===== config.mk =====
export PLATFORM = sky130hd
export DESIGN_NAME = gfsp_dp
export DESIGN_NICKNAME = d
export VERILOG_FILES = /design/src/sv/gfsp_pkg.sv /design/src/sv/gfsp_stick.sv /design/src/sv/gfsp_dp.sv
export SDC_FILE = /design/constraint.sdc
export NUM_CORES = 2
export LEC_CHECK = 0
export CORE_MARGIN = 5
export CORE_UTILIZATION = 55
export DETAILED_ROUTE_END_ITERATION = 16
export DONT_BUFFER_PORTS = 1
export HOLD_SLACK_MARGIN = 0.08
export PLACE_DENSITY = 0.74
export REMOVE_ABC_BUFFERS = 1
export SETUP_SLACK_MARGIN = 0.02
export SYNTH_ARGS = -nofsm -noshare
export SYNTH_HDL_FRONTEND = slang
export SYNTH_SLANG_ARGS = --single-unit

===== constraint.sdc =====
create_clock -name clk -period 22.3 [get_ports clk]
set_input_delay 2.23 -clock clk [delete_from_list [all_inputs] [get_ports clk]]
set_output_delay 2.23 -clock clk [all_outputs]
set_load 0.005 [all_outputs]

===== src/sv/gfsp_pkg.sv =====
// gfsp_pkg: shared types, constants and angle tables for the stick polar block
// depends on nothing; used by every module of gamepad_frame_stick_polar
package gfsp_pkg;

  localparam int ANGLE_STEPS = 45;
  localparam logic [5:0] LAST_STEP = 6'd44;
  localparam logic [6:0] RIGHT_ANGLE = 7'd90;
  localparam logic [7:0] IDLE_ANGLE = 8'd255;
  localparam int IDLE_DIST_INT = 255;
  localparam int CLAMP_DIST_INT = 128;
  localparam logic [14:0] CLAMP_SQ = 15'd16384;
  localparam int SQ_BASE_STEPS = 7;
  localparam logic [63:0] PI_Q60 = 64'h3243F6A8885A308D;

  localparam logic [1:0] REG_FRAME_HEADER = 2'd0;
  localparam logic [1:0] REG_LEFT_DZ = 2'd1;
  localparam logic [1:0] REG_RIGHT_DZ = 2'd2;

  localparam logic [7:0] HEADER_RESET = 8'hAA;

  typedef logic [31:0] q31_tab_t [ANGLE_STEPS];

  typedef enum logic [5:0] {
    S_HUNT    = 6'b000001,
    S_COLLECT = 6'b000010,
    S_PREP1   = 6'b000100,
    S_PREP2   = 6'b001000,
    S_CALC    = 6'b010000,
    S_FIN     = 6'b100000
  } state_t;

  typedef struct packed {
    logic       store;
    logic [2:0] idx;
    logic       prep1;
    logic       prep2;
    logic       step;
    logic [5:0] k;
    logic       fin;
  } cmd_t;

  typedef struct packed {
    logic hdr_match;
  } status_t;

  // sine or cosine of (k + 0.5) degrees in unsigned q1.31, taylor series
  function automatic q31_tab_t build_trig(input logic want_cos);
    q31_tab_t tab;
    logic [63:0] a;
    logic [63:0] t;
    logic [63:0] s;
    for (int k = 0; k < ANGLE_STEPS; k++) begin
      a = ((PI_Q60 / 64'd360) * 64'(2 * k + 1)) >> 29;
      t = want_cos ? (64'd1 << 31) : a;
      s = t;
      for (int n = 1; n <= 7; n++) begin
        t = (((t * a) >> 31) * a) >> 31;
        if (want_cos) begin
          case (n)
            1: t = t / 64'd2;
            2: t = t / 64'd12;
            3: t = t / 64'd30;
            4: t = t / 64'd56;
            5: t = t / 64'd90;
            6: t = t / 64'd132;
            default: t = t / 64'd182;
          endcase
        end else begin
          case (n)
            1: t = t / 64'd6;
            2: t = t / 64'd20;
            3: t = t / 64'd42;
            4: t = t / 64'd72;
            5: t = t / 64'd110;
            6: t = t / 64'd156;
            default: t = t / 64'd210;
          endcase
        end
        s = (n % 2 == 1) ? (s - t) : (s + t);
      end
      tab[k] = s[31:0];
    end
    return tab;
  endfunction

  localparam q31_tab_t SIN_TAB = build_trig(1'b0);
  localparam q31_tab_t COS_TAB = build_trig(1'b1);

endpackage


===== src/sv/gfsp_stick.sv =====
// gfsp_stick: one stick lane, dead zone, angle count over table, serial square root
// depends on gfsp_pkg; driven by commands from gfsp_ctrl via gfsp_dp
module gfsp_stick #(
  parameter int DIST_FRAC_BITS = 8
) (
  input  logic               clk,
  input  gfsp_pkg::cmd_t     cmd,
  input  logic [7:0]         raw_x,
  input  logic [7:0]         raw_y,
  input  logic [7:0]         deadzone,
  output logic signed [7:0]  x_out,
  output logic signed [8:0]  y_out,
  output logic               detected,
  output logic [7:0]         angle,
  output logic [15:0]        distance
);

  localparam int SQ_STEPS = gfsp_pkg::SQ_BASE_STEPS + DIST_FRAC_BITS;
  localparam int RAD_W = 2 * SQ_STEPS;
  localparam int DW = 9 + DIST_FRAC_BITS;

  logic signed [7:0] x;
  logic signed [8:0] y;
  logic [7:0] lo;
  logic [7:0] hi;
  logic ypos;
  logic swap;
  logic zero;
  logic clamp;
  logic [RAD_W-1:0] rad;
  logic [SQ_STEPS-1:0] root;
  logic [SQ_STEPS+1:0] rem;
  logic [5:0] m;

  logic signed [8:0] xv;
  logic signed [8:0] yv;
  logic [8:0] xa9;
  logic [8:0] ya9;
  logic [7:0] ax;
  logic [7:0] ay;
  logic [15:0] sumsq;
  logic [39:0] prod_lo;
  logic [39:0] prod_hi;
  logic [SQ_STEPS+1:0] rem_sh;
  logic [SQ_STEPS+1:0] trial;
  logic [6:0] m_adj;
  logic [DW-1:0] q;
  logic [DW-1:0] dist_word;

  always_comb begin
    xv = 9'(signed'(raw_x));
    yv = -9'(signed'(raw_y));
    xa9 = xv[8] ? 9'(-xv) : 9'(xv);
    ya9 = yv[8] ? 9'(-yv) : 9'(yv);
    ax = x[7] ? 8'(-9'(x)) : 8'(x);
    ay = y[8] ? 8'(-y) : 8'(y);
    sumsq = 16'(ax) * 16'(ax) + 16'(ay) * 16'(ay);
    prod_lo = 40'(lo) * 40'(gfsp_pkg::COS_TAB[cmd.k]);
    prod_hi = 40'(hi) * 40'(gfsp_pkg::SIN_TAB[cmd.k]);
    rem_sh = {rem[SQ_STEPS-1:0], rad[RAD_W-1 -: 2]};
    trial = {root, 2'b01};
  end

  always_ff @(posedge clk) begin
    if (cmd.prep1) begin
      x <= (xa9 < {1'b0, deadzone}) ? 8'sd0 : xv[7:0];
      y <= (ya9 < {1'b0, deadzone}) ? 9'sd0 : yv;
    end
    if (cmd.prep2) begin
      swap <= ax < ay;
      lo <= (ax < ay) ? ax : ay;
      hi <= (ax < ay) ? ay : ax;
      ypos <= !y[8];
      zero <= (ax == 8'd0) && (ay == 8'd0);
      clamp <= sumsq >= 16'(gfsp_pkg::CLAMP_SQ);
      rad <= RAD_W'(sumsq[13:0]) << (2 * DIST_FRAC_BITS);
      root <= '0;
      rem <= '0;
      m <= '0;
    end
    if (cmd.step) begin
      if (prod_lo > prod_hi) begin
        m <= m + 6'd1;
      end
      if (32'(cmd.k) < SQ_STEPS) begin
        if (rem_sh >= trial) begin
          rem <= rem_sh - trial;
          root <= {root[SQ_STEPS-2:0], 1'b1};
        end else begin
          rem <= rem_sh;
          root <= {root[SQ_STEPS-2:0], 1'b0};
        end
        rad <= rad << 2;
      end
    end
  end

  always_comb begin
    m_adj = swap ? (gfsp_pkg::RIGHT_ANGLE - 7'(m)) : 7'(m);
    q = DW'(root) + DW'(rem > (SQ_STEPS+2)'(root));
    if (zero) begin
      dist_word = DW'(gfsp_pkg::IDLE_DIST_INT) << DIST_FRAC_BITS;
    end else if (clamp) begin
      dist_word = DW'(gfsp_pkg::CLAMP_DIST_INT) << DIST_FRAC_BITS;
    end else begin
      dist_word = q;
    end
    if (zero) begin
      angle = gfsp_pkg::IDLE_ANGLE;
    end else if (ypos) begin
      angle = 8'(gfsp_pkg::RIGHT_ANGLE - m_adj);
    end else begin
      angle = 8'(gfsp_pkg::RIGHT_ANGLE) + 8'(m_adj);
    end
    distance = 16'(dist_word);
    detected = !zero;
    x_out = x;
    y_out = y;
  end

endmodule


===== src/sv/gfsp_dp.sv =====
// gfsp_dp: datapath with config registers, frame byte store, two stick lanes, result register
// depends on gfsp_pkg and gfsp_stick
module gfsp_dp #(
  parameter int DIST_FRAC_BITS = 8
) (
  input  logic                clk,
  input  logic                rst,
  input  gfsp_pkg::cmd_t      cmd,
  output gfsp_pkg::status_t   status,
  input  logic [7:0]          rx_byte,
  input  logic                cfg_write,
  input  logic [1:0]          cfg_index,
  input  logic [7:0]          cfg_data,
  output logic signed [7:0]   left_x,
  output logic signed [8:0]   left_y,
  output logic signed [7:0]   right_x,
  output logic signed [8:0]   right_y,
  output logic                left_detected,
  output logic [7:0]          left_angle,
  output logic [15:0]         left_distance,
  output logic                right_detected,
  output logic [7:0]          right_angle,
  output logic [15:0]         right_distance,
  output logic [15:0]         buttons
);

  logic [7:0] frame_header;
  logic [7:0] left_dz;
  logic [7:0] right_dz;
  logic [7:0] fb [6];

  logic signed [7:0] lx;
  logic signed [8:0] ly;
  logic signed [7:0] rx;
  logic signed [8:0] ry;
  logic ldet;
  logic rdet;
  logic [7:0] lang;
  logic [7:0] rang;
  logic [15:0] ldist;
  logic [15:0] rdist;

  always_ff @(posedge clk) begin
    if (rst) begin
      frame_header <= gfsp_pkg::HEADER_RESET;
      left_dz <= '0;
      right_dz <= '0;
    end else if (cfg_write) begin
      unique case (cfg_index)
        gfsp_pkg::REG_FRAME_HEADER: frame_header <= cfg_data;
        gfsp_pkg::REG_LEFT_DZ: left_dz <= cfg_data;
        gfsp_pkg::REG_RIGHT_DZ: right_dz <= cfg_data;
        default: ;
      endcase
    end
  end

  always_ff @(posedge clk) begin
    if (cmd.store) begin
      fb[cmd.idx] <= rx_byte;
    end
  end

  assign status.hdr_match = rx_byte == frame_header;

  gfsp_stick #(.DIST_FRAC_BITS(DIST_FRAC_BITS)) u_left (
    .clk(clk), .cmd(cmd), .raw_x(fb[0]), .raw_y(fb[1]), .deadzone(left_dz),
    .x_out(lx), .y_out(ly), .detected(ldet), .angle(lang), .distance(ldist)
  );

  gfsp_stick #(.DIST_FRAC_BITS(DIST_FRAC_BITS)) u_right (
    .clk(clk), .cmd(cmd), .raw_x(fb[2]), .raw_y(fb[3]), .deadzone(right_dz),
    .x_out(rx), .y_out(ry), .detected(rdet), .angle(rang), .distance(rdist)
  );

  // result word register
  always_ff @(posedge clk) begin
    if (cmd.fin) begin
      left_x <= lx;
      left_y <= ly;
      right_x <= rx;
      right_y <= ry;
      left_detected <= ldet;
      left_angle <= lang;
      left_distance <= ldist;
      right_detected <= rdet;
      right_angle <= rang;
      right_distance <= rdist;
      buttons <= {fb[5], fb[4]};
    end
  end

endmodule


# Word-level counts from Yosys, hierarchy flattened
# Memory sizes are Yosys's and may differ from the RTL's. A register that Yosys moved wholly into a read port is not among the register bits.
# Index checks and enable logic that the tools add are counted.
dict set report classes {
  addsub 24
  n_mul 8
  magnitude_cmp 16
  n_eq_ne 3
  mux 52
  n_bitwise 1
  n_reduce_logical 16
}
# cell count
set ops {}
lappend ops {{$mux W30} 6}
lappend ops {{$mul A8 B32 Y40} 4}
lappend ops {{$mux W17} 8}
lappend ops {{$mux W32} 4}
lappend ops {{$mux W15} 8}
lappend ops {{$gt A40 B40 Y1} 2}
lappend ops {{$mux W8} 10}
lappend ops {{$mul A8 B8 Y16} 4}
lappend ops {{$lt A9 B8 Y1} 4}
lappend ops {{$mux W6} 6}
lappend ops {{$mux W9} 4}
lappend ops {{$neg A8 Y9} 4}
lappend ops {{$ge A17 B17 Y1} 2}
lappend ops {{$gt A17 B15 Y1} 2}
lappend ops {{$sub A17 B17 Y17} 2}
lappend ops {{$add A15 B1 Y16} 2}
lappend ops {{$add A16 B16 Y16} 2}
lappend ops {{$ge A16 B15 Y1 const B} 2}
lappend ops {{$logic_not A8 Y1} 4}
lappend ops {{$neg A8 Y8} 4}
lappend ops {{$neg A9 Y9} 2}
lappend ops {{$add A7 B7 Y8 const A} 2}
lappend ops {{$lt A8 B8 Y1} 2}
lappend ops {{$sub A7 B7 Y8 const A} 2}
lappend ops {{15 further kinds} 28}
dict set report totals {
  regBits 318
  mem_bits_rw 48
  rom_bits 4096
  out_inout_bits 101
  n_memories 3
}
# memory depth word_bits read_ports rd_clocked_by_memory_dff write_ports line_no
set mem_list {}
lappend mem_list {{(no name shown)} 64 32 1 0 0 gfsp_stick.sv:59} ;# prod_hi = 40'(hi) * 40'(gfsp_pkg::SIN_TAB[cmd.k]);
lappend mem_list {{(no name shown)} 64 32 1 0 0 gfsp_stick.sv:58} ;# prod_lo = 40'(lo) * 40'(gfsp_pkg::COS_TAB[cmd.k]);
lappend mem_list {fb 6 8 6 2 1 gfsp_dp.sv:30} ;# logic [7:0] fb [6];

# Logic depth before layout (Yosys ltp)
dict set report logic_depth {
  depth_word 8
  depth_mapped 42
  mapped_depth_nobuf 38
}

# Modules after synthesis
# Synthesis repeated with hierarchy kept, for this count alone.
dict set report hier_totals {
  cells_unflattened 7564
  area_unflattened_um2 64508.1
}
# module instances cells_per_inst area_each_um2
set by_module_without_submodules {}
lappend by_module_without_submodules {{gfsp_stick (u_right)} 1 3671 29708.5}
lappend by_module_without_submodules {{gfsp_stick (u_left)} 1 3644 29330.6}
lappend by_module_without_submodules {gfsp_dp 1 249 5469.0}

# Least setup slack after synthesis
# Ideal clock, no wire load.
dict set report synth_path {
  kind {input to register}
  start {input cmd[3] (netlist bit)}
  end {register u_right.m[4]}
  setup_time_ns 0.122
  arrival_ns 10.973
  required_ns 22.178
  setup_slack_ns 11.205
  stages 40
  path_buffers 5
  path_cell_list {inv_1 > clkbuf_1 > buf_1 > buf_1 > ha_1 > nor2b_1 > a31oi_1 > o21ai_0 > nand2_1 > o21ai_0 > clkbuf_1 > and2_1 > fa_1 > inv_1 > fa_1 > inv_1 > fa_1 > inv_1 > [... 4 more ...] > nor2_1 > o21ai_1 > o21ai_1 > a221oi_1 > o21ai_1 > a21o_1 > a21oi_1 > xnor2_1 > ha_1 > and3_1 > nand3_1 > or3_1 > or4_1 > or4_4 > o311ai_4 > buf_8 > nor2_1 > a311o_1}
}
dict set report synth_between {
  elab_chain_len 8
  word_cells_on_any_way 12
  classes_between {2 x mul; 1 x order compare; 6 x mux; 1 x bitwise; 2 x memory}
}
# element line_no
set synth_rtl {}
lappend synth_rtl {{start, declared} gfsp_dp.sv:8} ;# input gfsp_pkg::cmd_t cmd,
lappend synth_rtl {{$not A6 Y7 (not written as such) *} {gfsp_stick.sv:58, gfsp_stick.sv:59}}
lappend synth_rtl {{$mem_v2 Z64 W32, on equally long branches} -}
lappend synth_rtl {{$mux W32, on equally long branches (2 in series)} {gfsp_stick.sv:58, gfsp_stick.sv:59}}
lappend synth_rtl {{$mul A8 B32 Y40, on equally long branches} {gfsp_stick.sv:58, gfsp_stick.sv:59}}
lappend synth_rtl {{$gt A40 B40 Y1 *} gfsp_stick.sv:82} ;# if (prod_lo > prod_hi) begin
lappend synth_rtl {{$mux W6 *} gfsp_stick.sv:82}
lappend synth_rtl {{$mux W6 *} gfsp_stick.sv:81} ;# if (cmd.step) begin
lappend synth_rtl {{end signal, assigned} gfsp_stick.sv:83} ;# m <= m + 6'd1;
lappend synth_rtl {{end, declared} gfsp_stick.sv:33} ;# logic [5:0] m;
# Every way passes the cells marked *; elsewhere a longest branch is shown, timed or not. The select of a mux whose other input is x is not followed.
# A chain may end at the register's enable or synchronous reset.

# Final worst setup path
dict set report layout_path {
  start {input cmd[2] (netlist bit)}
  end {register u_right.m[4]}
}
# Same word-level chain as after synthesis.

==> metrics.cfg <==
[floorplanning]
die-area_um2 = 118000
die_height_um = 343.5
coreArea_um2 = 110500
boundaryPins = 136
rows = 122
die-width_um = 343.5
start_util_pct = 55.33

[yosys]
async_flop_share_pct = 0
yosysTopAreaCellShare_pct = 27.69
synth_seq_area_share_pct = 16.14
yosys.cell_types.count = 85
netlist_area_um2 = 61150
ys_ff_latch = 382
netlist_instances = 6887
synth-main-ff-cell = edfxtp_1
syn_area_per_cell_um2 = 8.880
synth_edf_count = 222
yosysTopAreaCell = fa_1
yosys-top-cells-area = fa_1 28%, ha_1 11%, edfxtp_1 11%
synth_warnings = 0

[critical_path]
startpoint_type = input pin
crit_required_ns = 22.75
endpoint_kind = register
cpMostUsedCell = fa_1
crit_slowest_cell = o21ai_2
critPathMaxStageDelay_ns = 0.83
cp_max_fo = 19
r2r-start = u_left.lo[3]
cp_top_family = simple AND/OR/NAND/NOR gates
path_class = input pin to register
path_buf_inv = 3
arrival_ns = 12.41
startpoint = cmd[2]

[placed_design]
io_buffers = 0
pre_cts_slack_ns = 10.01
finalWeightedCongestion = 1.014
dpl.hpwl_um = 126300

[finish]
final_cell_mix = 969 x inv_1, 846 x fa_1, 608 x and2_1, 565 x nand2_1, 553 x ha_1
drive_gt1_share_pct = 3.413
mostFrequentLayoutCell = inv_1
nNetsFinal = 8144
area.growth.synth_to_final_pct = 4.550
diodes = 0
n_fill_cell = 9774

[cts]
numClockSinks = 382
ctsResizeCount = 0
cts_tree = done
clock_latency_ns = 0.57
htree_levels = 2
post-cts-setup-buffer-count = 0
clk_path_buf_depth = 3
root_buffer = clkbuf_16
cts_buffers = 37
path_clk_slew_ns = 0.07
cts_hold_buf = 0

[timing]
layout_setup_ws_ns = 10.33
maxSlewViolCount = 0
fmax_mhz = 83.58
rsz0062_at_grt = false
finClkSkew_ns = 0.02701
slew_headroom_pct = 15.84
worst_slew_pin_slew_ns = 1.262
post-route-period-util_pct = 53.66
finalHoldViolCount = 0
setup_tns_ns = 0
setup_viol = 0
finalCriticalPeriod_ns = 11.97

[status]
status = finished clean

[global_route]
grt_pass1_vias = 49450
grt_pass1_wl_um = 266700
grt_antenna_before_repair = 7
grt_max_degree = 168
overflow = 0
grt_usage_pct = 28.13

[min_path]
worstHoldPathType = register to register
worstHoldStart = fb[5][7]

[detailed_routing]
drt-initial-drc-count = 3692
dr.pass1.iters = 6
antenna_left = 0
vias_per_cell = 5.862
routed_wl_um = 166200
vias = 48220
wl_per_cell_um = 20.21
remaining_drc_errors = 0

[run]
cap_viol_max_count = 0

==> kinds of logic after synthesis <==
| family | after synthesis | synth area share (%) |
|---|---|---|
| other cells | 1 | 0.006132 |
| simple gates | 2246 | 18.85 |
| mux | 108 | 1.780 |
| buf+inv | 1305 | 8.043 |
| compound gates | 1147 | 11.89 |
| flops | 382 | 16.14 |
| xor+xnor | 299 | 4.282 |
| fa+ha+maj | 1399 | 39.01 |
==> synth_stat cells, drive strengths merged, types with 18 or more instances <==
cell,n
a211oi,33
a21o,165
a21oi,306
a31oi,40
and2,609
and3,41
buf,28
clkbuf,301
dfxtp,160
edfxtp,222
fa,846
ha,553
inv,971
mux2i,102
nand2,565
nand2b,79
nand3,142
nand4,34
nor2,366
nor2b,226
nor3,78
o211ai,18
o21a,38
o21ai,295
o21bai,41
o31ai,59
or2,26
or3,27
xnor2,189
xor2,110
==> through the flow <==
| step | cell area, µm² | hold WS [ns] | instances | util [%] |
|---|---|---|---|---|
| global route | 63940 | 0.4254 | 8226 | 57.85 |
| finish | 63940 | 0.4232 | 8226 | 57.85 |
| CTS | 63940 | 0.4173 | 8226 | 57.85 |
| detailed placement | 62680 | 0.4064 | 8159 | 56.71 |
| global placement | 62680 | 0.4010 | 8159 | 56.71 |
| floorplan | 59940 | 0.4003 | 6569 | - |
==> state kept, by name, summed over array words and instances, names as in the netlist, 9 cells and up <==
register        cells
u_left.rem         17
u_right.root       15
right_distance     16
u_left.rad         30
u_left.root        15
right_y             9
buttons            16
left_distance      16
fb                 48
u_right.y_out       9
u_left.y_out        9
u_right.rad        30
u_right.rem        17
left_y              9
==> routing by layer <==
metal	up-vias	track usage (%)	wire length [µm]
li1	21980	-	-
met1	23940	36.70	66170
met2	1891	46.80	78080
met3	403	4.446	13500
met4	2	12.04	8450
met5	-	0	13
==> final cells by class <==
cell class / instances / area (µm²) / area share, %
multi-input combinational: 5211 / 46510 / 72.75
inverter: 976 / 3664 / 5.730
tap: 1488 / 1862 / 2.912
clock inverter: 18 / 227.7 / 0.3562
timing repair buffer: 102 / 765.7 / 1.198
sequential: 382 / 9869 / 15.44
clock buffer: 49 / 1033 / 1.616
==> path summary, 6_finish.rpt <==
| check | end | slack [ns] | cells after the start |
|---|---|---|---|
| max | u_right.m[4] | 10.33 | 33 |
| max reg2reg | u_left.m[1] | 13.61 | 25 |
| min | buttons[15] | 0.42 | 0 |
| min reg2reg | buttons[15] | 0.42 | 0 |
Power is left out: the tool's default activity adds up to more than one toggle a clock period on the data nets, which glitch-free logic cannot reach.
