### config.mk
export PLATFORM = sky130hd
export DESIGN_NAME = gfsp_ctrl
export DESIGN_NICKNAME = d
export VERILOG_FILES = /design/src/sv/gfsp_pkg.sv /design/src/sv/gfsp_ctrl.sv
export SDC_FILE = /design/constraint.sdc
export NUM_CORES = 1
export LEC_CHECK = 0
export ABC_CLOCK_PERIOD_IN_PS = 2100
export BUFFER_PORTS_ARGS = -buffer_cell sky130_fd_sc_hd__buf_2
export CORE_ASPECT_RATIO = 1.2
export CORE_UTILIZATION = 52
export CTS_CLUSTER_DIAMETER = 120
export CTS_CLUSTER_SIZE = 30
export DETAILED_ROUTE_END_ITERATION = 8
export PLACE_DENSITY = 0.83
export SLEW_MARGIN = 30
export SYNTH_ARGS = -nofsm -noshare
export SYNTH_HDL_FRONTEND = slang
export SYNTH_SLANG_ARGS = --single-unit
### constraint.sdc
create_clock -name clk -period 2.1 [get_ports clk]
set_input_delay 0 -clock clk [delete_from_list [all_inputs] [get_ports clk]]
set_output_delay 0 -clock clk [all_outputs]
set_load 0.01 [all_outputs]
### src/sv/gfsp_pkg.sv
// gfsp_pkg: shared types, constants and angle tables for the stick polar block
// depends on nothing; used by every module of gamepad_frame_stick_polar
package gfsp_pkg;

  localparam int ANGLE_STEPS = 45;
  localparam logic [5:0] LAST_STEP = 6'd44;
  localparam logic [6:0] RIGHT_ANGLE = 7'd90;
  localparam logic [7:0] IDLE_ANGLE = 8'd255;
  localparam int IDLE_DIST_INT = 255;
  localparam int CLAMP_DIST_INT = 128;
  localparam logic [14:0] CLAMP_SQ = 15'd16384;
  localparam int SQ_BASE_STEPS = 7;
  localparam logic [63:0] PI_Q60 = 64'h3243F6A8885A308D;

  localparam logic [1:0] REG_FRAME_HEADER = 2'd0;
  localparam logic [1:0] REG_LEFT_DZ = 2'd1;
  localparam logic [1:0] REG_RIGHT_DZ = 2'd2;

  localparam logic [7:0] HEADER_RESET = 8'hAA;

  typedef logic [31:0] q31_tab_t [ANGLE_STEPS];

  typedef enum logic [5:0] {
    S_HUNT    = 6'b000001,
    S_COLLECT = 6'b000010,
    S_PREP1   = 6'b000100,
    S_PREP2   = 6'b001000,
    S_CALC    = 6'b010000,
    S_FIN     = 6'b100000
  } state_t;

  typedef struct packed {
    logic       store;
    logic [2:0] idx;
    logic       prep1;
    logic       prep2;
    logic       step;
    logic [5:0] k;
    logic       fin;
  } cmd_t;

  typedef struct packed {
    logic hdr_match;
  } status_t;

  // sine or cosine of (k + 0.5) degrees in unsigned q1.31, taylor series
  function automatic q31_tab_t build_trig(input logic want_cos);
    q31_tab_t tab;
    logic [63:0] a;
    logic [63:0] t;
    logic [63:0] s;
    for (int k = 0; k < ANGLE_STEPS; k++) begin
      a = ((PI_Q60 / 64'd360) * 64'(2 * k + 1)) >> 29;
      t = want_cos ? (64'd1 << 31) : a;
      s = t;
      for (int n = 1; n <= 7; n++) begin
        t = (((t * a) >> 31) * a) >> 31;
        if (want_cos) begin
          case (n)
            1: t = t / 64'd2;
            2: t = t / 64'd12;
            3: t = t / 64'd30;
            4: t = t / 64'd56;
            5: t = t / 64'd90;
            6: t = t / 64'd132;
            default: t = t / 64'd182;
          endcase
        end else begin
          case (n)
            1: t = t / 64'd6;
            2: t = t / 64'd20;
            3: t = t / 64'd42;
            4: t = t / 64'd72;
            5: t = t / 64'd110;
            6: t = t / 64'd156;
            default: t = t / 64'd210;
          endcase
        end
        s = (n % 2 == 1) ? (s - t) : (s + t);
      end
      tab[k] = s[31:0];
    end
    return tab;
  endfunction

  localparam q31_tab_t SIN_TAB = build_trig(1'b0);
  localparam q31_tab_t COS_TAB = build_trig(1'b1);

endpackage

### src/sv/gfsp_ctrl.sv
// gfsp_ctrl: controller state machine, frame position, step counter, output word valid
// depends on gfsp_pkg; commands gfsp_dp
module gfsp_ctrl (
  input  logic                clk,
  input  logic                rst,
  input  logic                in_valid,
  output logic                in_stall,
  output logic                out_valid,
  input  logic                out_stall,
  input  gfsp_pkg::status_t   status,
  output gfsp_pkg::cmd_t      cmd
);

  gfsp_pkg::state_t state;
  gfsp_pkg::state_t state_next;
  logic [2:0] pos;
  logic [2:0] pos_next;
  logic [5:0] k;
  logic [5:0] k_next;
  logic out_valid_next;
  logic in_take;
  logic out_free;

  assign in_stall = !(state == gfsp_pkg::S_HUNT || state == gfsp_pkg::S_COLLECT);
  assign in_take = in_valid && !in_stall;
  assign out_free = !out_valid || !out_stall;

  always_comb begin
    state_next = state;
    pos_next = pos;
    k_next = k;
    out_valid_next = out_valid && out_stall;
    cmd = '0;
    cmd.k = k;
    cmd.idx = pos - 3'd1;
    unique case (state)
      gfsp_pkg::S_HUNT: begin
        if (in_take && status.hdr_match) begin
          pos_next = 3'd1;
          state_next = gfsp_pkg::S_COLLECT;
        end
      end
      gfsp_pkg::S_COLLECT: begin
        if (in_take) begin
          cmd.store = 1'b1;
          pos_next = pos + 3'd1;
          if (pos >= 3'd6) begin
            state_next = gfsp_pkg::S_PREP1;
          end
        end
      end
      gfsp_pkg::S_PREP1: begin
        cmd.prep1 = 1'b1;
        state_next = gfsp_pkg::S_PREP2;
      end
      gfsp_pkg::S_PREP2: begin
        cmd.prep2 = 1'b1;
        k_next = '0;
        state_next = gfsp_pkg::S_CALC;
      end
      gfsp_pkg::S_CALC: begin
        cmd.step = 1'b1;
        k_next = k + 6'd1;
        if (k == gfsp_pkg::LAST_STEP) begin
          state_next = gfsp_pkg::S_FIN;
        end
      end
      gfsp_pkg::S_FIN: begin
        if (out_free) begin
          cmd.fin = 1'b1;
          out_valid_next = 1'b1;
          state_next = gfsp_pkg::S_HUNT;
        end
      end
      default: state_next = gfsp_pkg::S_HUNT;
    endcase
  end

  always_ff @(posedge clk) begin
    if (rst) begin
      state <= gfsp_pkg::S_HUNT;
      pos <= '0;
      k <= '0;
      out_valid <= 1'b0;
    end else begin
      state <= state_next;
      pos <= pos_next;
      k <= k_next;
      out_valid <= out_valid_next;
    end
  end

  a_calc_ends: assert property (@(posedge clk) disable iff (rst)
    (state == gfsp_pkg::S_CALC && k == gfsp_pkg::LAST_STEP) |=> state == gfsp_pkg::S_FIN)
    else $error("step loop did not end after last step");

  a_fin_loads: assert property (@(posedge clk) disable iff (rst)
    (state == gfsp_pkg::S_FIN && !(out_valid && out_stall)) |=>
      (out_valid && state == gfsp_pkg::S_HUNT))
    else $error("finished word not presented");

  a_pos_range: assert property (@(posedge clk) disable iff (rst)
    state == gfsp_pkg::S_COLLECT |-> (pos >= 3'd1 && pos <= 3'd6))
    else $error("frame position out of range");

endmodule

# Word-level counts from Yosys, hierarchy flattened
# Index checks and enable logic that the tools add are counted.
# word_totals
regBits,16
# op_classes
n_eq_ne,12
add_sub_neg,3
reduce_logical,12
magnitude_cmp,1
mux,19
# ops
operator,n
6-bit one-hot mux with 6 select lines,1
6-bit 2-to-1 mux,5
6-bit equality test (second input constant),2
6-bit one-hot mux with 2 select lines,1
1-bit 2-to-1 mux,9
6-bit by 1-bit adder with 6-bit output (second input constant),1
6-bit by 1-bit equality test with 1-bit output (second input constant),1
6-bit by 2-bit equality test with 1-bit output (second input constant),1
6-bit by 3-bit equality test with 1-bit output (second input constant),1
6-bit by 4-bit equality test with 1-bit output (second input constant),1
6-bit by 5-bit equality test with 1-bit output (second input constant),1
3-bit 2-to-1 mux,2
2-bit != test (second input constant),3
3-bit one-hot mux with 2 select lines,1
5-bit AND reduction,1
2-bit by 1-bit != test with 1-bit output (second input constant),2
2-bit nonzero test,2
3-bit by 1-bit adder with 3-bit output (second input constant),1
3-bit >= comparator (second input constant),1
1-bit logical AND,3
1-bit logical NOT,3
3-bit AND reduction,1
3-bit by 1-bit subtractor with 3-bit output (second input constant),1
1-bit logical OR,2

# Longest topological paths before layout
# Gate-level depths: netlist of the first run.
# logic_depth
ltp_word,6
depth_mapped,7
mapped_depth_nobuf,7

# Least setup slack after synthesis of the first run
# Ideal clock, no wire load.
# synth_path
path_type,reg-to-reg
from,register state[1]
to,register k[4]
t_required_ns,2.035
arrival_time_ns,1.684
synth_period_minus_slack_ns,1.749
slack_ns,0.351
path_buffers,1
path_stages_with_launch,8
cell_sequence,dfxtp_1 > or2_4 > or4_4 > buf_6 > clkinv_4 > nand4_1 > mux2_1 > nor2_1
# synth_between
elab_chain_cells,2
elab_cells_between_ends,4
classes_between,eq/ne (2); mux (1); reduce/logical (1)
# synth_rtl
element,line,text
"start, declared",gfsp_ctrl.sv:14,gfsp_pkg::state_t state;
"start signal, assigned",gfsp_ctrl.sv:81,state <= gfsp_pkg::S_HUNT;
"start signal, assigned",gfsp_ctrl.sv:86,state <= state_next;
6-bit by 5-bit equality test with 1-bit output or 6-bit by 4-bit equality test with 1-bit output (tied branches),gfsp_ctrl.sv:36,unique case (state)
6-bit one-hot mux with 2 select lines or 2-bit nonzero test (tied branches),-,
"end signal, assigned",gfsp_ctrl.sv:88,k <= k_next;
"end, declared",gfsp_ctrl.sv:18,logic [5:0] k;
# Several ways; a longest one is shown, not always the timed one.
# A chain may end at the register's enable or synchronous reset.

==> key figures, run 1 <==
Run status
  – Outcome: finished, final reports clean

Synthesis
  – Adder-cell share of the synthesized area: 6.78%
  – Seq cells post-synth: 16
  – Post-synth EDFFs: 0
  – Main combinational cell family by area after synthesis: simple AND/OR/NAND/NOR gates
  – Synth cell types: 39
  – Mux cell area share after synthesis: around 4.6%
  – Synth area leader: dfxtp_1
  – Post-synthesis async set-or-reset flop share: 0%
  – Sequential fraction of the synthesis area: 34.7%
  – Net Count, Synth: 119
  – Synth warnings: 0
  – Xor/xnor cell area share of the yosys netlist: approximately 1.9%
  – Cells after Synth: approximately 110
  – Synth area leaders: dfxtp_1 (35%), ha_1 (6.8%), nand2_1 (4.1%)
  – Simple-gate share of the synthesized area: 27.7%
  – Synth Area per Inst: 8.46 um^2
  – Compound-cell area share of the yosys netlist: 18.5%
  – Most used DFF post-synth: dfxtp_1
  – Synth top area share: about a third
  – Post-synthesis cell area: about 920 um^2

Clock network
  – Clock transition at the registers of the reported paths: ~90 ps
  – Clk Latency, worst-skew pair: around 280 ps
  – Max H-tree Level: 1
  – Clock Sinks: 16
  – Root Driver: clkbuf_4
  – Setup bufs post-CTS: 0
  – CTS tree: built
  – Bufs on Longest Clock Path: 2
  – Post-CTS resize count: 0
  – CTS buffer count: 3
  – Post-CTS Hold Fix Bufs: 1

Floorplanning
  – Initial Utilization: 56.2%
  – Top Ports: 21
  – Die Y: roughly 48 um
  – Die width: roughly 40 um
  – Die area: 0.00195 mm^2
  – Num rows: 16
  – CORE AREA: roughly 0.0016 mm^2

Routing
  – Post-route ant nets: 0
  – DR iter-0 viols: 14
  – DRT Wirelength: approximately 1900 um
  – Vias per inst: 5.73
  – Routed len/inst: 12.9 um
  – Vias: approximately 850
  – Drt drc: 0
  – First-pass iteration count of the detailed router: 4

Setup path
  – Family with the most delay on the worst path: simple AND/OR/NAND/NOR gates
  – Worst EP arrival: 1870 ps
  – Crit-path max FO: 8
  – Critical-path cell list: nor4_1 -> and3b_1 -> and2_1 -> buf_2
  – Worst Path Required: 2100 ps
  – Slowest CP cell: nor4_1
  – CP startpoint kind: flip-flop
  – FF-to-FF Start: state[2]
  – Crit path buffers/inverters: 1
  – Kind of critical path: reg2out
  – CP max stage delay: between 500 and 600 ps
  – CP startpoint: state[2]
  – CP endpoint kind: output port

Layout
  – Final nets: between 100 and 150
  – Post-route cell area: ~0.0011 mm^2
  – Layout cells sized above 1: 20.8%
  – Commonest non-fill, non-tap cell in the layout: buf_2
  – Most frequent cells in the layout: buf_2 (20), dfxtp_1 (16), nand2_1 (10), nor2_1 (9)
  – Antenna Cells: 0
  – Syn-to-layout area delta: 14.8%

STA
  – Final-report setup violation count: 0
  – Worst slew pin tran: ~550 ps
  – Final Critical Period: 1870 ps
  – Fin Setup TNS: 0 ps
  – F_max: between 0.5 and 0.6 GHz
  – Pins Over Slew Limit: 0
  – Final Hold Fails: 0
  – RSZ-0062 raised after global routing: false
  – Final worst-path cycle share: between 80% and 90%
  – Setup Skew: 2.36 ps
  – Max-slew headroom: roughly 63%

Flow run
  – Max-cap viol count: 0

Power and ir drop
  – Switching Share: a little under 30%
  – Worst VDD drop: approximately 0.0004 V
  – Seq pwr share: between 50 and 60%
  – Internal power consumption: about 440 uW
  – Pleak: 0.000489 uW
  – Pwr dens: about 600 mW/mm^2
  – Switching power total: around 180 uW
  – Clock share of power: roughly a quarter
  – Combinational power share: ~22%

Place
  – Placed Area: between 0.001 and 0.0015 mm^2
  – DP HPWL: roughly 1500 um
  – # port buffers: 20
  – RePlAce Congestion: between 0.8 and 0.9

Hold path
  – Hold WC Path Type: in2reg
  – Hold_sp: rst

Global routing
  – Pin count of the biggest net entering global routing: 17
  – First-pass GRT wire length: between 2000 and 3000 um
  – Initial antenna violation count: 0
  – Vias in the first global route: approximately 660
  – GRT Total Usage: about 21%
  – Grt ovf: 0
[area by class of cell]
type	count	area (um^2)
fillers	146	583
inverters	8	35.0
repair buffers	21	110
clock buffers	3	22.5
flip-flops and latches	16	320
well taps	18	22.5
multi-input cells	82	548
[cells by family after synthesis]
logic type | after synthesis
flops | 16
fa+ha+maj | 5
buf+inv | 11
mux | 4
simple gates | 46
xor+xnor | 2
compound gates | 25
[routing by layer]
layer | up-vias | global-route usage, % | routed length (um)
met2 | 25 | 38.1 | 966
met4 | 0 | 11.3 | 39
li1 | 433 | - | -
met3 | 6 | 5.02 | 83
met1 | 384 | 22.9 | 820
met5 | - | 0 | 0
[synth_stat cells, types with 3 or more instances]
library cell  number
a22oi_1            3
inv_1              7
ha_1               5
nor2_1             9
o21ai_0            6
a21oi_1            7
nor3_1             5
nand4_1            3
nand2_1           10
dfxtp_1           16
[path summary, 6_finish.rpt]
check             slack [ps]  cells after the start   endpoint
setup / recovery         230                      4    cmd[13]
hold / removal            70                      2     pos[2]
setup reg to reg         270                      5   state[1]
hold reg to reg          500                      2  out_valid
[power by group through the flow]
stage          combinational [uW]  sequential, uW  clock [uW]
2_1_floorplan                 101             333           0
3_3_place_gp                  134             337           0
3_5_place_dp                  137             337           0
4_1_cts                       140             330         159
5_1_grt                       160             334         173
6_report                      141             330         157
[state kept, by name (all words and copies together) (netlist names)]
signal	count
pos	3
out_valid	1
state	6
k	6
[metrics by stage]
stage                     setup slack, ps  cells  power (uW)  utilization [%]  hold slack (ps)
after global placement                311    144         471             62.5              268
final                                 227    148         628             64.5             67.7
after floorplan                       351    109         434                -             71.6
after detailed placement              304    144         475             62.5              272
after global routing                 80.8    148         666             64.5             81.1
after CTS                             222    148         630             64.5             62.3
Note: power is estimated with default switching activity, not from simulation.
==> run 2, diff against run 1 <==
--- a/config.mk
+++ b/config.mk
@@ -12,7 +12,9 @@
 export CTS_CLUSTER_DIAMETER = 120
 export CTS_CLUSTER_SIZE = 30
 export DETAILED_ROUTE_END_ITERATION = 8
+export GPL_TIMING_DRIVEN = 0
 export PLACE_DENSITY = 0.83
+export SKIP_CTS_REPAIR_TIMING = 1
 export SLEW_MARGIN = 30
 export SYNTH_ARGS = -nofsm -noshare
 export SYNTH_HDL_FRONTEND = slang
==> run 2 against run 1 <==
Effect of this change:
- clock power rose by 34%
- hold slack improved by 50 ps
- largest cell class unchanged
- clock skew hardly changed
- combinational power barely moved
- register-to-register slack worse by 60 ps
- sequential power hardly changed
- first-iteration DRC count increased by 86%
- critical path type unchanged
==> key figures, run 2 (same netlist as run 1, synthesis figures left out) <==
Setup path
  – CP startpoint kind: flip-flop
  – CP startpoint: state[3]
  – Crit-path max FO: 8 (unchanged)
  – Worst Path Required: 2100 ps (about the same)
  – Worst setup endpoint: cmd[13]
  – FF-to-FF Start: state[3]
  – R2R Path End: state[1]
  – CP endpoint kind: output port
  – Critical-path cell list: clkbuf_1 -> nor4_2 -> and3b_1 -> and2_1 -> buf_2
  – Worst EP arrival: 1920 ps (+50 ps)
  – CP max stage delay: 460 ps (-80 ps)
  – Reg2reg setup slack: 210 ps (-60 ps)
  – Slowest CP cell: nor4_2
  – R2R depth: 6 (+1)
  – Kind of critical path: reg2out

Flow run
  – Max-cap viol count: 0 (unchanged)

STA
  – Final Critical Period: 1920 ps (+43.2 ps)
  – Max-slew headroom: 70.6% (+7.5 points)
  – Pins Over Slew Limit: 0 (unchanged)
  – Final Hold Fails: 0 (unchanged)
  – Final-report setup violation count: 0 (unchanged)
  – Final worst-path cycle share: 91.2% (+2.1 points)
  – F_max: 0.522 GHz (-2.3%)
  – Worst slew pin tran: 441 ps (-107 ps)
  – RSZ-0062 raised after global routing: false
  – Fin Setup TNS: 0 ps (unchanged)
  – Setup Skew: 1.92 ps (-0.441 ps)

Layout
  – Syn-to-layout area delta: 20.1%
  – Register Area: 320 um^2 (unchanged)
  – Filler Cells Inserted: 139 (-4.8%)
  – Antenna Cells: 0 (unchanged)
  – Core Util, Final: 67.5% (+3.0 points)
  – Biggest regs: k: 6 flops, state: 6 flops, pos: 3 flops
  – Area of the multi-input gates: 554 um^2 (+1.1%)
  – Commonest non-fill, non-tap cell in the layout: buf_2
  – Most frequent cells in the layout: buf_2 (20), dfxtp_1 (16), nand2_1 (10), nor2_1 (9)
  – Layout cells sized above 1: 22.2% (+1.5 points)
  – Final nets: 146 (+2.8%)

Routing
  – Drt drc: 0 (unchanged)
  – Routed len/inst: 12.8 um (-0.79%)
  – Post-route ant nets: 0 (unchanged)
  – First-pass iteration count of the detailed router: 4 (unchanged)
  – Vias per inst: 5.63 (-1.8%)
  – DRT Wirelength: 1960 um (+2.6%)
  – DR iter-0 viols: 26 (+12)
  – Vias: 861 (+1.5%)

Floorplanning
  – Initial Utilization: 56.2% (unchanged)
  – Num rows: 16 (unchanged)
  – Die Y: 48.1 um (unchanged)
  – Die area: 0.00195 mm^2 (unchanged)
  – CORE AREA: 0.00164 mm^2 (unchanged)
  – Die width: 40.4 um (unchanged)
  – Top Ports: 21 (unchanged)

Power and ir drop
  – Clock share of power: 30.7% (+5.7 points)
  – Switching Share: 29.0% (-0.46 points)
  – Pwr dens: 616 mW/mm^2 (+3.8%)
  – Worst VDD drop: 0.000474 V (+16%)
  – Switching power total: 197 uW (+6.9%)
  – Combinational power share: 20.7% (-1.7 points)
  – Seq pwr share: 48.6% (-4.0 points)
  – Pleak: 0.000510 uW (+4.3%)
  – Internal power consumption: 484 uW (+9.3%)

Global routing
  – GRT Total Usage: 21.3% (-0.15 points)
  – Vias in the first global route: 672 (+2.0%)
  – Pin count of the biggest net entering global routing: 11 (-6)
  – Grt ovf: 0 (unchanged)
  – First-pass GRT wire length: 2800 um (+2.3%)
  – Initial antenna violation count: 0 (unchanged)

Clock network
  – Clk Latency, worst-skew pair: 290 ps (about the same)
  – Clock transition at the registers of the reported paths: 100 ps (about the same)
  – Clock Sinks: 16 (unchanged)
  – Max H-tree Level: 1 (unchanged)
  – Root Driver: clkbuf_4
  – CTS buffer count: 3 (unchanged)
  – CTS tree: built
  – Bufs on Longest Clock Path: 2 (unchanged)

Place
  – DP HPWL: 1440 um (-1.9%)
  – # port buffers: 20 (unchanged)
  – RePlAce Congestion: 0.790 (-2.7%)

Run status
  – Outcome: finished, final reports clean

Hold path
  – Hold WC Path Type: in2reg
==> run 2: changes by cell type in the layout (fill, tap and decap cells not counted), sizes merged <==
cell | before | now
buf | 20 | 21
clkbuf | 3 | 6
dlygate4sd3 | 1 | 2
==> run 2: power groups by stage <==
| stage | combinational, uW | clock (uW) | sequential [uW] |
|---|---|---|---|
| after CTS | 138 | 209 | 330 |
| final | 141 | 210 | 331 |
| after global routing | 161 | 227 | 333 |
| after detailed placement | 137 | 0 | 337 |
| after floorplan | 101 | 0 | 333 |
| after global placement | 134 | 0 | 336 |
==> run 2: final cells by class <==
class	count	area share, %
timing repair buffer	22	10.8
buffer	3	1.69
tap	18	2.03
multi-input combinational	82	50.1
inverter	8	3.16
clock buffer	4	3.28
sequential	16	28.9
==> run 2: worst max-delay path: cells and delay by family (launching register included) <==
family	cells	cell delay (ps)
flip-flops	1	310
buffers and inverters	2	320
AND/OR/NAND/NOR	3	990
==> run 2: how the worst min path moves through the flow <==
stage	start	endpoint	slack [ps]	cells after the start
final	in_valid	state[0]	120	3
after global routing	in_valid	state[0]	130	3
after CTS	rst	state[4]	-60	2
after detailed placement	rst	state[4]	260	2
after global placement	rst	state[4]	260	2
after floorplan	rst	pos[0]	70	1
==> run 2: metal layers <==
layer	vias to the layer above	routed length, um	GRT usage, %
met1	384	873	26.8
met2	27	942	35.6
met4	0	57	10.0
li1	442	-	-
met3	8	86	2.74
met5	-	0	0
==> run 2: per-stage QoR <==
stage          setup WS [ps]  instance area (um^2)  std cells  power [uW]  hold WS (ps)
3_5_place_dp             113                  1040        147         474           259
4_1_cts                 49.0                  1080        151         677         -55.8
2_1_floorplan            351                   922        109         434          71.6
5_1_grt                 61.7                  1110        153         721           132
3_3_place_gp             130                  1040        147         470           259
6_report                 184                  1110        153         682           118
